$ cat config.mk
export PLATFORM = sky130hd
export DESIGN_NAME = heartbeat_membership_table
export DESIGN_NICKNAME = d
export VERILOG_FILES = /design/src/hmt_pkg.sv /design/src/heartbeat_membership_table.sv /design/src/hmt_table.sv /design/src/hmt_ctrl.sv
export VERILOG_INCLUDE_DIRS = /design/src /design/src/src
export SDC_FILE = /design/constraint.sdc
export NUM_CORES = 2
export LEC_CHECK = 0
export BUFFER_PORTS_ARGS = -buffer_cell sky130_fd_sc_hd__buf_2
export CORE_MARGIN = 2
export CORE_UTILIZATION = 35
export DETAILED_ROUTE_END_ITERATION = 8
export PLACE_DENSITY = 0.57
export SYNTH_ARGS = -nofsm -noshare
export SYNTH_HDL_FRONTEND = slang
export SYNTH_SLANG_ARGS = --single-unit
$ cat constraint.sdc
create_clock -name clock -period 11.05 [get_ports clock]
set_input_delay 1.6575 -clock clock [delete_from_list [all_inputs] [get_ports clock]]
set_output_delay 1.6575 -clock clock [all_outputs]
set_load 0.01 [all_outputs]
$ cat src/heartbeat_membership_table_assert.svh
// Assertion macros for the heartbeat membership table.
// Each macro checks an implication on the rising clock edge and is
// disabled while reset is high.
`ifndef HEARTBEAT_MEMBERSHIP_TABLE_ASSERT_SVH
`define HEARTBEAT_MEMBERSHIP_TABLE_ASSERT_SVH
`ifndef SYNTHESIS
// Consequent must hold in the same cycle as the antecedent.
`define HMT_ASSERT_IMPLY(label, clk, rst, ante, cons) \
   label: assert property (@(posedge clk) disable iff (rst) (ante) |-> (cons)) \
      else $error("heartbeat membership table assertion failed");
// Consequent must hold in the cycle after the antecedent.
`define HMT_ASSERT_NEXT(label, clk, rst, ante, cons) \
   label: assert property (@(posedge clk) disable iff (rst) (ante) |=> (cons)) \
      else $error("heartbeat membership table assertion failed");
`else
`define HMT_ASSERT_IMPLY(label, clk, rst, ante, cons)
`define HMT_ASSERT_NEXT(label, clk, rst, ante, cons)
`endif
`endif

$ cat src/hmt_pkg.sv
`default_nettype none

package hmt_pkg;

   // Default number of table slots.
   localparam int DEFAULT_TABLE_DEPTH = 32;

   // Configuration port address width: three 32-bit registers.
   localparam int CSR_ADDR_W = 4;

   // Register indexes.
   localparam logic [1:0] CSR_TIMEOUT   = 2'd0;
   localparam logic [1:0] CSR_SELF_ID   = 2'd1;
   localparam logic [1:0] CSR_SELF_PORT = 2'd2;

   // Register reset values.
   localparam logic [15:0] TIMEOUT_RESET = 16'd2;

   // Result event codes.
   localparam logic [2:0] EVT_ADDED      = 3'd0;
   localparam logic [2:0] EVT_REFRESHED  = 3'd1;
   localparam logic [2:0] EVT_IGNORED    = 3'd2;
   localparam logic [2:0] EVT_DROPPED    = 3'd3;
   localparam logic [2:0] EVT_REMOVED    = 3'd4;
   localparam logic [2:0] EVT_SWEEP_DONE = 3'd5;

   // Input transaction payload.
   typedef struct packed {
      logic        mode;
      logic [31:0] member_id;
      logic [15:0] member_port;
      logic [31:0] heartbeat_in;
      logic [31:0] current_time;
   } req_type;

   // Result transaction payload.
   typedef struct packed {
      logic [2:0]  event_kind;
      logic [31:0] out_id;
      logic [15:0] out_port;
      logic [31:0] out_heartbeat;
      logic        last;
   } rsp_type;

   // One row of the member table.
   typedef struct packed {
      logic [31:0] id;
      logic [15:0] port;
      logic [31:0] heartbeat;
      logic [31:0] stamp;
   } entry_type;

   // Table access strobes from the sequencer.
   typedef struct packed {
      logic rd_en;
      logic wr_en;
      logic set_valid;
      logic clr_valid;
   } tbl_ctl_type;

   // Configuration register values.
   typedef struct packed {
      logic [15:0] timeout_ticks;
      logic [31:0] self_id;
      logic [15:0] self_port;
   } cfg_type;

   // Sequencer states.
   typedef enum logic [1:0] {
      ST_IDLE,
      ST_SCAN,
      ST_FINISH
   } state_type;

endpackage

`default_nettype wire

$ cat src/heartbeat_membership_table.sv
// Flow: an accepted transaction scans every slot in order, then presents its final result; a sweep
// presents the removal of each aged non-key slot as it is checked, since one compare unit checks a row
// a cycle while no removal waits for the output register to drain. No new transaction is taken until
// the final result has entered the output register.
// Reset: synchronous, active high; the table empties at once, own heartbeat clears and the
// registers return to timeout 2, self id 0 and self port 0.
`default_nettype none
`include "heartbeat_membership_table_assert.svh"

module heartbeat_membership_table
   import hmt_pkg::*;
#(
   parameter int TABLE_DEPTH = DEFAULT_TABLE_DEPTH
) (
   input  logic                  clock,
   input  logic                  reset,
   input  logic                  req_valid,
   input  req_type               req_data,
   output logic                  req_stall,
   output logic                  rsp_valid,
   output rsp_type               rsp_data,
   input  logic                  rsp_stall,
   input  logic                  csr_psel,
   input  logic                  csr_penable,
   input  logic                  csr_pwrite,
   input  logic [CSR_ADDR_W-1:0] csr_paddr,
   input  logic [31:0]           csr_pwdata,
   output logic [31:0]           csr_prdata,
   output logic                  csr_pready
);

   localparam int IDX_W = $clog2(TABLE_DEPTH);

   cfg_type          cfg_ff, cfg_in;
   logic [1:0]       csr_idx;
   logic             csr_wr;
   logic             rsp_valid_ff, rsp_valid_in;
   rsp_type          rsp_data_ff, rsp_data_in;
   logic             out_free;
   logic             emit_valid;
   rsp_type          emit_data;
   tbl_ctl_type      tbl_ctl;
   logic [IDX_W-1:0] rd_addr;
   logic [IDX_W-1:0] wr_addr;
   logic [IDX_W-1:0] clr_addr;
   logic [IDX_W-1:0] chk_addr;
   entry_type        wr_entry;
   entry_type        rd_entry;
   logic             chk_valid;

   // Configuration registers: written in the access cycle of an APB write.
   assign csr_idx    = csr_paddr[CSR_ADDR_W-1:2];
   assign csr_wr     = csr_psel && csr_penable && csr_pwrite;
   assign csr_pready = 1'b1;

   always_comb begin
      cfg_in = cfg_ff;
      if (csr_wr) begin
         case (csr_idx)
            CSR_TIMEOUT:   cfg_in.timeout_ticks = csr_pwdata[15:0];
            CSR_SELF_ID:   cfg_in.self_id       = csr_pwdata;
            CSR_SELF_PORT: cfg_in.self_port     = csr_pwdata[15:0];
            default:       cfg_in               = cfg_ff;
         endcase
      end
   end

   always_comb begin
      case (csr_idx)
         CSR_TIMEOUT:   csr_prdata = {16'b0, cfg_ff.timeout_ticks};
         CSR_SELF_ID:   csr_prdata = cfg_ff.self_id;
         CSR_SELF_PORT: csr_prdata = {16'b0, cfg_ff.self_port};
         default:       csr_prdata = '0;
      endcase
   end

   always_ff @(posedge clock) begin
      if (reset) begin
         cfg_ff <= '{timeout_ticks: TIMEOUT_RESET, self_id: '0, self_port: '0};
      end else begin
         cfg_ff <= cfg_in;
      end
   end

   // Output register: takes a new result whenever the current one leaves.
   assign out_free = !rsp_valid_ff || !rsp_stall;

   always_comb begin
      rsp_valid_in = rsp_valid_ff;
      rsp_data_in  = rsp_data_ff;
      if (emit_valid) begin
         rsp_valid_in = 1'b1;
         rsp_data_in  = emit_data;
      end else if (!rsp_stall) begin
         rsp_valid_in = 1'b0;
      end
   end

   always_ff @(posedge clock) begin
      if (reset) begin
         rsp_valid_ff <= 1'b0;
      end else begin
         rsp_valid_ff <= rsp_valid_in;
      end
   end

   always_ff @(posedge clock) begin
      rsp_data_ff <= rsp_data_in;
   end

   assign rsp_valid = rsp_valid_ff;
   assign rsp_data  = rsp_data_ff;

   // Lookup sequencer with its compare unit.
   hmt_ctrl #(
      .TABLE_DEPTH (TABLE_DEPTH)
   ) u_ctrl (
      .clock      (clock),
      .reset      (reset),
      .cfg        (cfg_ff),
      .req_valid  (req_valid),
      .req_data   (req_data),
      .req_stall  (req_stall),
      .out_free   (out_free),
      .emit_valid (emit_valid),
      .emit_data  (emit_data),
      .tbl_ctl    (tbl_ctl),
      .rd_addr    (rd_addr),
      .wr_addr    (wr_addr),
      .clr_addr   (clr_addr),
      .chk_addr   (chk_addr),
      .wr_entry   (wr_entry),
      .rd_entry   (rd_entry),
      .chk_valid  (chk_valid)
   );

   // Member table storage.
   hmt_table #(
      .TABLE_DEPTH (TABLE_DEPTH)
   ) u_table (
      .clock     (clock),
      .reset     (reset),
      .ctl       (tbl_ctl),
      .rd_addr   (rd_addr),
      .wr_addr   (wr_addr),
      .clr_addr  (clr_addr),
      .chk_addr  (chk_addr),
      .wr_entry  (wr_entry),
      .rd_entry  (rd_entry),
      .chk_valid (chk_valid)
   );

   // An accepted transaction keeps the block busy in the following cycle.
   `HMT_ASSERT_NEXT(a_busy_after_accept, clock, reset, req_valid && !req_stall, req_stall)
   // The sequencer never overwrites a result that is still waiting.
   `HMT_ASSERT_IMPLY(a_no_result_overwrite, clock, reset, emit_valid, out_free)
   // After the final result of a transaction the block is ready again.
   `HMT_ASSERT_NEXT(a_ready_after_last, clock, reset, emit_valid && emit_data.last, !req_stall)

endmodule

`default_nettype wire

$ cat src/hmt_table.sv
`default_nettype none

module hmt_table
   import hmt_pkg::*;
#(
   parameter int TABLE_DEPTH = DEFAULT_TABLE_DEPTH,
   localparam int IDX_W = $clog2(TABLE_DEPTH)
) (
   input  logic             clock,
   input  logic             reset,
   input  tbl_ctl_type      ctl,
   input  logic [IDX_W-1:0] rd_addr,
   input  logic [IDX_W-1:0] wr_addr,
   input  logic [IDX_W-1:0] clr_addr,
   input  logic [IDX_W-1:0] chk_addr,
   input  entry_type        wr_entry,
   output entry_type        rd_entry,
   output logic             chk_valid
);

   entry_type               mem [TABLE_DEPTH];
   entry_type               rd_entry_ff;
   logic [TABLE_DEPTH-1:0]  valid_ff;
   logic [TABLE_DEPTH-1:0]  valid_in;

   // Row storage: one write port, one registered read port.
   always_ff @(posedge clock) begin
      if (ctl.wr_en) begin
         mem[wr_addr] <= wr_entry;
      end
   end

   always_ff @(posedge clock) begin
      if (ctl.rd_en) begin
         rd_entry_ff <= mem[rd_addr];
      end
   end

   assign rd_entry = rd_entry_ff;

   // Slot valid bits live in flip-flops so that reset empties the table at once.
   always_comb begin
      valid_in = valid_ff;
      if (ctl.clr_valid) begin
         valid_in[clr_addr] = 1'b0;
      end
      if (ctl.set_valid) begin
         valid_in[wr_addr] = 1'b1;
      end
   end

   always_ff @(posedge clock) begin
      if (reset) begin
         valid_ff <= '0;
      end else begin
         valid_ff <= valid_in;
      end
   end

   assign chk_valid = valid_ff[chk_addr];

endmodule

`default_nettype wire

$ cat src/hmt_ctrl.sv
`default_nettype none

module hmt_ctrl
   import hmt_pkg::*;
#(
   parameter int TABLE_DEPTH = DEFAULT_TABLE_DEPTH,
   localparam int IDX_W = $clog2(TABLE_DEPTH)
) (
   input  logic             clock,
   input  logic             reset,
   input  cfg_type          cfg,
   input  logic             req_valid,
   input  req_type          req_data,
   output logic             req_stall,
   input  logic             out_free,
   output logic             emit_valid,
   output rsp_type          emit_data,
   output tbl_ctl_type      tbl_ctl,
   output logic [IDX_W-1:0] rd_addr,
   output logic [IDX_W-1:0] wr_addr,
   output logic [IDX_W-1:0] clr_addr,
   output logic [IDX_W-1:0] chk_addr,
   output entry_type        wr_entry,
   input  entry_type        rd_entry,
   input  logic             chk_valid
);

   localparam int               CNT_W    = $clog2(TABLE_DEPTH + 1);
   localparam logic [CNT_W-1:0] DEPTH_C  = CNT_W'(TABLE_DEPTH);
   localparam logic [IDX_W-1:0] LAST_IDX = IDX_W'(TABLE_DEPTH - 1);

   state_type        state_ff, state_in;
   logic             mode_ff, mode_in;
   logic [31:0]      key_id_ff, key_id_in;
   logic [15:0]      key_port_ff, key_port_in;
   logic [31:0]      key_hb_ff, key_hb_in;
   logic [31:0]      now_ff, now_in;
   logic [31:0]      own_hb_ff, own_hb_in;
   logic [CNT_W-1:0] idx_ff, idx_in;
   logic             rd_vld_ff, rd_vld_in;
   logic [IDX_W-1:0] rd_idx_ff, rd_idx_in;
   logic             found_ff, found_in;
   logic [IDX_W-1:0] found_idx_ff, found_idx_in;
   logic [31:0]      found_hb_ff, found_hb_in;
   logic             free_ok_ff, free_ok_in;
   logic [IDX_W-1:0] free_idx_ff, free_idx_in;

   logic             slot_valid;
   logic             key_hit;
   logic [31:0]      age;
   logic             aged;
   logic             remove_hit;
   logic             hold;
   logic             issue;
   logic             hb_newer;

   // Compare unit: checks the row read in the previous step against the key.
   always_comb begin
      slot_valid = rd_vld_ff && chk_valid;
      key_hit    = slot_valid && (rd_entry.id == key_id_ff)
                   && (rd_entry.port == key_port_ff);
      age        = now_ff - rd_entry.stamp;
      aged       = age > {16'b0, cfg.timeout_ticks};
      remove_hit = mode_ff && slot_valid && !key_hit && aged;
      hold       = remove_hit && !out_free;
      issue      = idx_ff < DEPTH_C;
      hb_newer   = key_hb_ff > found_hb_ff;
   end

   assign chk_addr = rd_idx_ff;
   assign clr_addr = rd_idx_ff;
   assign rd_addr  = idx_ff[IDX_W-1:0];
   assign wr_entry = '{id: key_id_ff, port: key_port_ff, heartbeat: key_hb_ff,
                       stamp: now_ff};

   // Sequencer: next state, table strobes and result generation.
   always_comb begin
      state_in     = state_ff;
      mode_in      = mode_ff;
      key_id_in    = key_id_ff;
      key_port_in  = key_port_ff;
      key_hb_in    = key_hb_ff;
      now_in       = now_ff;
      own_hb_in    = own_hb_ff;
      idx_in       = idx_ff;
      rd_vld_in    = rd_vld_ff;
      rd_idx_in    = rd_idx_ff;
      found_in     = found_ff;
      found_idx_in = found_idx_ff;
      found_hb_in  = found_hb_ff;
      free_ok_in   = free_ok_ff;
      free_idx_in  = free_idx_ff;
      req_stall    = 1'b1;
      tbl_ctl      = '0;
      wr_addr      = free_idx_ff;
      emit_valid   = 1'b0;
      emit_data    = '{event_kind: EVT_REMOVED, out_id: rd_entry.id,
                       out_port: rd_entry.port, out_heartbeat: rd_entry.heartbeat,
                       last: 1'b0};

      case (state_ff)
         ST_IDLE: begin
            req_stall = 1'b0;
            rd_vld_in = 1'b0;
            if (req_valid) begin
               // A sweep looks up the self entry with the next own heartbeat.
               mode_in = req_data.mode;
               if (req_data.mode) begin
                  key_id_in   = cfg.self_id;
                  key_port_in = cfg.self_port;
                  key_hb_in   = own_hb_ff + 32'd1;
               end else begin
                  key_id_in   = req_data.member_id;
                  key_port_in = req_data.member_port;
                  key_hb_in   = req_data.heartbeat_in;
               end
               now_in     = req_data.current_time;
               idx_in     = '0;
               found_in   = 1'b0;
               free_ok_in = 1'b0;
               state_in   = ST_SCAN;
            end
         end

         ST_SCAN: begin
            if (!hold) begin
               // Read the next row while the previous one is checked.
               tbl_ctl.rd_en = issue;
               rd_vld_in     = issue;
               rd_idx_in     = idx_ff[IDX_W-1:0];
               if (issue) begin
                  idx_in = idx_ff + CNT_W'(1);
               end
               if (rd_vld_ff) begin
                  if (key_hit && !found_ff) begin
                     found_in     = 1'b1;
                     found_idx_in = rd_idx_ff;
                     found_hb_in  = rd_entry.heartbeat;
                  end
                  if ((!slot_valid || remove_hit) && !free_ok_ff) begin
                     free_ok_in  = 1'b1;
                     free_idx_in = rd_idx_ff;
                  end
                  if (remove_hit) begin
                     tbl_ctl.clr_valid = 1'b1;
                     emit_valid        = 1'b1;
                  end
                  if (rd_idx_ff == LAST_IDX) begin
                     state_in = ST_FINISH;
                  end
               end
            end
         end

         ST_FINISH: begin
            emit_data.out_id   = key_id_ff;
            emit_data.out_port = key_port_ff;
            emit_data.last     = 1'b1;
            // Resolve the lookup: refresh, ignore, insert or drop.
            if (found_ff) begin
               wr_addr = found_idx_ff;
               if (hb_newer) begin
                  emit_data.event_kind    = EVT_REFRESHED;
                  emit_data.out_heartbeat = key_hb_ff;
               end else begin
                  emit_data.event_kind    = EVT_IGNORED;
                  emit_data.out_heartbeat = found_hb_ff;
               end
            end else if (free_ok_ff) begin
               emit_data.event_kind    = EVT_ADDED;
               emit_data.out_heartbeat = key_hb_ff;
            end else begin
               emit_data.event_kind    = EVT_DROPPED;
               emit_data.out_heartbeat = key_hb_ff;
            end
            if (mode_ff) begin
               emit_data.event_kind    = EVT_SWEEP_DONE;
               emit_data.out_heartbeat = key_hb_ff;
            end
            if (out_free) begin
               emit_valid        = 1'b1;
               tbl_ctl.wr_en     = (found_ff && hb_newer) || (!found_ff && free_ok_ff);
               tbl_ctl.set_valid = !found_ff && free_ok_ff;
               if (mode_ff) begin
                  own_hb_in = key_hb_ff;
               end
               state_in = ST_IDLE;
            end
         end

         default: begin
            state_in = ST_IDLE;
         end
      endcase
   end

   // Control state is reset; key and lookup payload registers are not.
   always_ff @(posedge clock) begin
      if (reset) begin
         state_ff   <= ST_IDLE;
         own_hb_ff  <= '0;
         rd_vld_ff  <= 1'b0;
         found_ff   <= 1'b0;
         free_ok_ff <= 1'b0;
         idx_ff     <= '0;
      end else begin
         state_ff   <= state_in;
         own_hb_ff  <= own_hb_in;
         rd_vld_ff  <= rd_vld_in;
         found_ff   <= found_in;
         free_ok_ff <= free_ok_in;
         idx_ff     <= idx_in;
      end
   end

   always_ff @(posedge clock) begin
      mode_ff      <= mode_in;
      key_id_ff    <= key_id_in;
      key_port_ff  <= key_port_in;
      key_hb_ff    <= key_hb_in;
      now_ff       <= now_in;
      rd_idx_ff    <= rd_idx_in;
      found_idx_ff <= found_idx_in;
      found_hb_ff  <= found_hb_in;
      free_idx_ff  <= free_idx_in;
   end

endmodule

`default_nettype wire
; Word-level counts from Yosys, hierarchy flattened
; Memories as Yosys holds them, arrays and structs flattened. A register that Yosys moved wholly into a read port is not among the register bits.
; Index checks and enable logic that the tools add are counted.
[totals]
out_inout_bits = 119
n_memories = 1
reg_bits = 384
ramBits = 3584
[op_classes]
eq_ne = 16
bitwise_logic = 5
order_cmp = 7
add_sub_neg = 3
reduce_logical = 42
mux = 58
[mem_list]
columns = name, words, width, read_ports, rd_clocked_by_memory_dff, write_ports, line_no
row1 = u_table.mem, 32, 112, 1, 1, 1, hmt_table.sv:21  ; entry_type mem [TABLE_DEPTH];
[ops]
columns = cell, count
row1 = $mux 32, 7
row2 = $pmux 32 s3, 1
row3 = $mux 81, 1
row4 = $add 32x1->32 const B, 1
row5 = $and 32x32->32, 1
row6 = $eq 32x32->1, 1
row7 = $gt 32x16->1, 1
row8 = $gt 32x32->1, 1
row9 = $not 32->32, 1
row10 = $or 32x32->32, 1
row11 = $sub 32x32->32, 1
row12 = $mux 1, 24
row13 = $mux 2, 10
row14 = $mux 6, 3
row15 = $eq 16x16->1, 1
row16 = $mux 16, 1
row17 = $logic_and 1x1->1, 15
row18 = $reduce_and 5->1, 3
row19 = $ne 2x1->1 const B, 7
row20 = $lt 5x6->1 const B, 2
row21 = $pmux 6 s2, 1
row22 = $reduce_and 2->1, 6
row23 = $reduce_and 4->1, 3
row24 = $demux 1 s5, 2
row25 = other kinds (18), 36

; Logic depth before layout (Yosys ltp)
[depth]
ltp_word = 15
ltp_mapped = 22
ltp_nobuf = 21

; By module
; A second synthesis with hierarchy kept.
[unflattened]
cells_unflattened = 7630
hier_area_um2 = 157752.5
[modules_own_cells]
columns = module, seq_area_each_um2, instances, cells_per_inst, area_each_um2
row1 = hmt_table, 111627.1, 1, 5874, 138716.8
row2 = hmt_ctrl, 5665.4, 1, 1348, 13290.2
row3 = heartbeat_membership_table, 3823.7, 1, 408, 5745.5

; Worst setup path before layout
; OpenSTA, ideal clock, no wires.
[synth_path]
path_type = flip-flop to flip-flop
startpoint = reg u_ctrl.now_ff[0]
endpoint = reg rsp_data_ff (netlist bit rsp_data[0]) (enable)
path_slack_ns = 0.699
required_time_ns = 10.396
path_stages_with_launch = 21
synth_period_minus_slack_ns = 10.351
arrival_time_ns = 9.696
cell_sequence = edfxtp_1 -> inv_1 -> ha_1 -> fa_1 -> nor2b_1 -> o2111ai_1 -> a21oi_1 -> nor2_1 -> xnor2_1 -> ha_1 -> nand4_1 -> nor3_1 -> o21ai_0 -> a31oi_1 -> a2111oi_0 -> o221ai_1 -> nor4_1 -> nand4_4 -> nand4_4 -> buf_2 -> a21boi_0
[synth_between]
elab_chain_len = 7
word_cells_on_any_way = 8
[synth_lines]
columns = item, line_no
row1 = "start, declared", hmt_ctrl.sv:37  ; logic [31:0] now_ff, now_in;
row2 = "start signal, assigned", hmt_ctrl.sv:221  ; now_ff <= now_in;
row3 = $sub 32x32->32 (*), hmt_ctrl.sv:62  ; age = now_ff - rd_entry.stamp;
row4 = $gt 32x16->1 (*), hmt_ctrl.sv:63  ; aged = age > {16'b0, cfg.timeout_ticks};
row5 = $logic_and 1x1->1 (*), hmt_ctrl.sv:64  ; remove_hit = mode_ff && slot_valid && !key_hit && aged;
row6 = $mux 1, hmt_ctrl.sv:144  ; if (remove_hit) begin
row7 = $mux 1, hmt_ctrl.sv:134  ; if (rd_vld_ff) begin
row8 = $mux 1 (*), hmt_ctrl.sv:126  ; if (!hold) begin
row9 = $pmux 1 s2 (*), hmt_ctrl.sv:101  ; case (state_ff)
row10 = named net emit_valid, heartbeat_membership_table.sv:40  ; logic emit_valid;
row11 = "end signal, assigned", heartbeat_membership_table.sv:108  ; rsp_data_ff <= rsp_data_in;
row12 = "end, declared", heartbeat_membership_table.sv:38  ; rsp_type rsp_data_ff, rsp_data_in;
; Mark *: on every way through the listed nets, which the timed path passes. The rest lies on a longest branch.
; A chain may end at the register's enable or synchronous reset.

; Worst setup path after layout
[layout_path]
startpoint = reg u_ctrl.now_ff[0]
endpoint = reg u_ctrl.found_hb_ff[25] (enable)
[layout_between]
elab_chain_len = 6
[layout_lines]
columns = item, line_no
row1 = $sub 32x32->32, hmt_ctrl.sv:62
row2 = $gt 32x16->1, hmt_ctrl.sv:63
row3 = $logic_and 1x1->1, hmt_ctrl.sv:64
row4 = $logic_and 1x1->1, hmt_ctrl.sv:65  ; hold = remove_hit && !out_free;
row5 = $not 1->1 (no source line), n/a
row6 = $reduce_and 4->1 (no source line), n/a
row7 = "end signal, assigned", hmt_ctrl.sv:224  ; found_hb_ff <= found_hb_in;
row8 = "end, declared", hmt_ctrl.sv:44  ; logic [31:0] found_hb_ff, found_hb_in;
; No other way between the ends.

==> flow_summary.ini <==
[pwr]
max-vdd-ir-drop_v = 0.0001311
intPower_mw = 27.24
p_leak_nw = 55.39
p_comb_share_pct = 10.2
seqPwrFrac_pct = 51.3
p_per_area_nw_per_um2 = 196.5
power.total_mw = 35.68
power_switching_mw = 8.442
swShare_pct = 23.66
p_clk_share_pct = 38.5

[die]
die_h_um = 677.5
die_w_um = 677.5
start_util_pct = 35.11
io_pins = 275
core-area_um2 = 452100
num_rows = 247
dieArea_um2 = 459000

[synth]
ys.flop_type = edfxtp_1
synth-edff-count = 3940
ys.warnings.count = 0
synthCells = 7256
synthArstFlopShare_pct = 0
yosysSeqAreaShare_pct = 76.29
synth.avg_cell_area_um2 = 21.88
ys_types = 75
synth_nets = 7498
yosys_register_bits = 4080
syn_area_um2 = 158700

[setup_path]
critical_path_required_ns = 11.64
crit_path_max_fanout = 37
crit_arrival_ns = 7.54
setup.worst_path.class = register to register
start_kind = register
critPathCaptureType = register

[detailed_routing]
routed_wl_um = 432800
drc = 0
routedWlPerCell_um = 30.73
first_pass_iters = 5
drt-vias-per-instance = 5.476
vias = 77130
antenna_left = 0
detail_route.iter0.violations = 9054

[clock_tree]
clkLatencyLatePin_ns = 0.99
cts_setup_buffers = 0
hold_buffers = 0
clock-sinks = 4080
cts_tree = built
clk_pin_slew_ns = 0.06
cts_max_level = 5
ctsResizeCount = 0
cts.path.max_buffers = 4
cts_buffers = 414
clock-root-buffer = clkbuf_16

[sta]
skew_ns = 0.08738
period_needed_ns = 6.944
rsz0062_at_grt = false
final_hold_viol_count = 0
relSlewSlack_pct = 10.20
setup_violations = 0
fmax_mhz = 144.0
tns_ns = 0
worst_pin_slew_ns = 1.337
drv_slew = 0
period_share_pct = 62.84

[finish]
fin_nets = 8002
area_delta_synth_final_pct = 14.40
drive_above_1_share_pct = 29.50
postLayoutCellArea_um2 = 181600

[global_routing]
antenna_found_initial = 22
grt_start_max_net_pins = 149
grt.overflow.total = 0
grt_usage_pct = 18.44
grt_pass1_wl_um = 605200
grt_pass1_vias = 78910

[outcome]
outcome = finished clean

[placed_design]
placed_area_um2 = 168400
dp_hpwl_um = 218600
gp_congestion = 0.8248
port_buffers = 271

[run]
cap_violations = 0

[hold_path]
hp-class = register to register
==> synth_stat cells, types with 3 or more instances <==
master     number  area, um^2
a21oi_1       244        1221
nand3b_1        6       45.04
nor2b_1        13       81.33
a21boi_0        3       22.52
o21bai_1        4       30.03
nand2b_1       11       68.82
o211ai_1        9       67.56
and2_1         22       137.6
nor3_1         15       75.07
nand3_1        32       160.2
nand2_1       383        1438
edfxtp_1     3940      118300
nor2_1        157       589.3
a211oi_1        9       67.56
and3_1         15       93.84
buf_1         107       401.6
or3_1           8       50.05
o21ai_0        43       215.2
inv_1          99       371.6
nand4_1        40       250.2
mux2_2        192        2162
xor2_1         29       254.0
and4_1          4       35.03
a31oi_1         5       31.28
a21o_1         28       210.2
o31ai_1        18       135.1
buf_2          11       55.05
xnor2_1        71       621.9
clkbuf_1      244       915.9
mux2i_1        54       540.5
o21a_1         10       75.07
o2111ai_1       4       35.03
mux4_2       1128       25400
dfxtp_1       140        2803
o41ai_1        16       140.1
ha_1           85        1064
nor4_1          6       37.54
==> layout make-up <==
cell class	count	area, um^2
antenna	4	10.01
clock buffer	542	11170
clock inverter	220	2073
fill	39530	270500
inverter	101	394.1
multi-input combinational	2711	36180
sequential	4080	121100
tap	5976	7477
timing repair buffer	452	3162
==> layout by cell type, fill, tap and decap left out, types with 22 or more instances in the layout <==
cell and count:
clkinv_2 57, edfxtp_1 3940, mux2_2 192, and2_1 22
nor2_1 124, a21oi_1 243, clkbuf_1 104, dfxtp_1 135
o21ai_0 43, clkinv_1 104, nand2_1 383, mux2i_1 54
a21o_1 28, bufinv_16 30, nand4_1 40, inv_1 98
buf_2 269, mux4_2 1128, nand3_1 32, clkbuf_16 422
ha_1 84, xor2_1 29, buf_12 35, nor2_4 32
xnor2_1 71, buf_4 147
==> critical path: stages, from the launching register on <==
cell and delay (ns):
edfxtp_1 0.98, inv_1 0.11, ha_1 0.24, fa_1 0.40, nor2b_1 0.19, o2111ai_1 0.21, a21oi_1 0.34, nor2_1 0.13
xnor2_1 0.24, ha_1 0.27, nand4_1 0.18, inv_1 0.07, a221oi_1 0.28, a31oi_1 0.23, a2111oi_0 0.37, o221ai_1 0.19
nor4_1 0.47, nand4_4 0.40, nand2_1 0.19, and2_1 0.31, nor2b_4 0.19, buf_4 0.52
==> routing by layer <==
| layer | up-vias | wire, um | global-route usage, % |
|---|---|---|---|
| met1 | 42320 | 179300 | 25.28 |
| met3 | 615 | 25160 | 2.155 |
| met5 | - | 13 | 0 |
| met2 | 2854 | 217400 | 31.52 |
| li1 | 31340 | - | - |
| met4 | 2 | 10920 | 4.395 |
==> registers in the layout, summed over array words and instances, names as in the netlist, 32 cells and up <==
register	count
cfg_ff	64
u_ctrl.key_hb_ff	32
rsp_data	84
u_table.mem	3584
u_table.rd_entry	112
u_ctrl.now_ff	32
u_table.valid_ff	32
u_ctrl.found_hb_ff	32
u_ctrl.key_id_ff	32
u_ctrl.own_hb_ff	32
==> power groups by stage <==
stage	sequential (mW)	clock (mW)	combinational (mW)
4_1_cts	18.3	14.0	3.70
3_3_place_gp	18.6	0	3.67
6_report	18.3	13.7	3.65
2_1_floorplan	18.5	0	2.52
5_1_grt	18.3	14.6	3.93
3_5_place_dp	18.6	0	3.69
==> kinds of logic after synthesis <==
logic type | synth area share [%]
flip-flops | 76.29
multiplexers | 17.71
AND/OR/NAND/NOR | 1.981
buffers and inverters | 1.111
AO/OA/AOI/OAI | 1.672
XOR/XNOR | 0.5517
adder cells (fa/ha/maj) | 0.6826
other | 0.002362
==> path summary, 6_finish.rpt <==
path / slack, ns / cells after the start / end / start
worst max-delay path: 4.11 / 21 / u_ctrl.found_hb_ff[25] / u_ctrl.now_ff[0]
worst min-delay path: 0.45 / 0 / u_ctrl.found_hb_ff[30] / u_table.rd_entry[62]
worst max register to register: 4.11 / 21 / u_ctrl.found_hb_ff[25] / u_ctrl.now_ff[0]
worst min register to register: 0.45 / 0 / u_ctrl.found_hb_ff[30] / u_table.rd_entry[62]
==> per-stage QoR <==
| step | worst slack, ns | std cells | util (%) | hold slack, ns |
|---|---|---|---|---|
| finish | 4.106 | 14090 | 40.17 | 0.4542 |
| global route | 3.703 | 14080 | 40.16 | 0.4652 |
| CTS | 4.149 | 14080 | 40.16 | 0.4511 |
| detailed placement | 4.133 | 13320 | 37.23 | 0.4396 |
| global placement | 4.257 | 13320 | 37.23 | 0.4266 |
| floorplan | 0.6993 | 7256 | - | 0.4064 |
No activity file was read; power rests on OpenSTA's default activity.
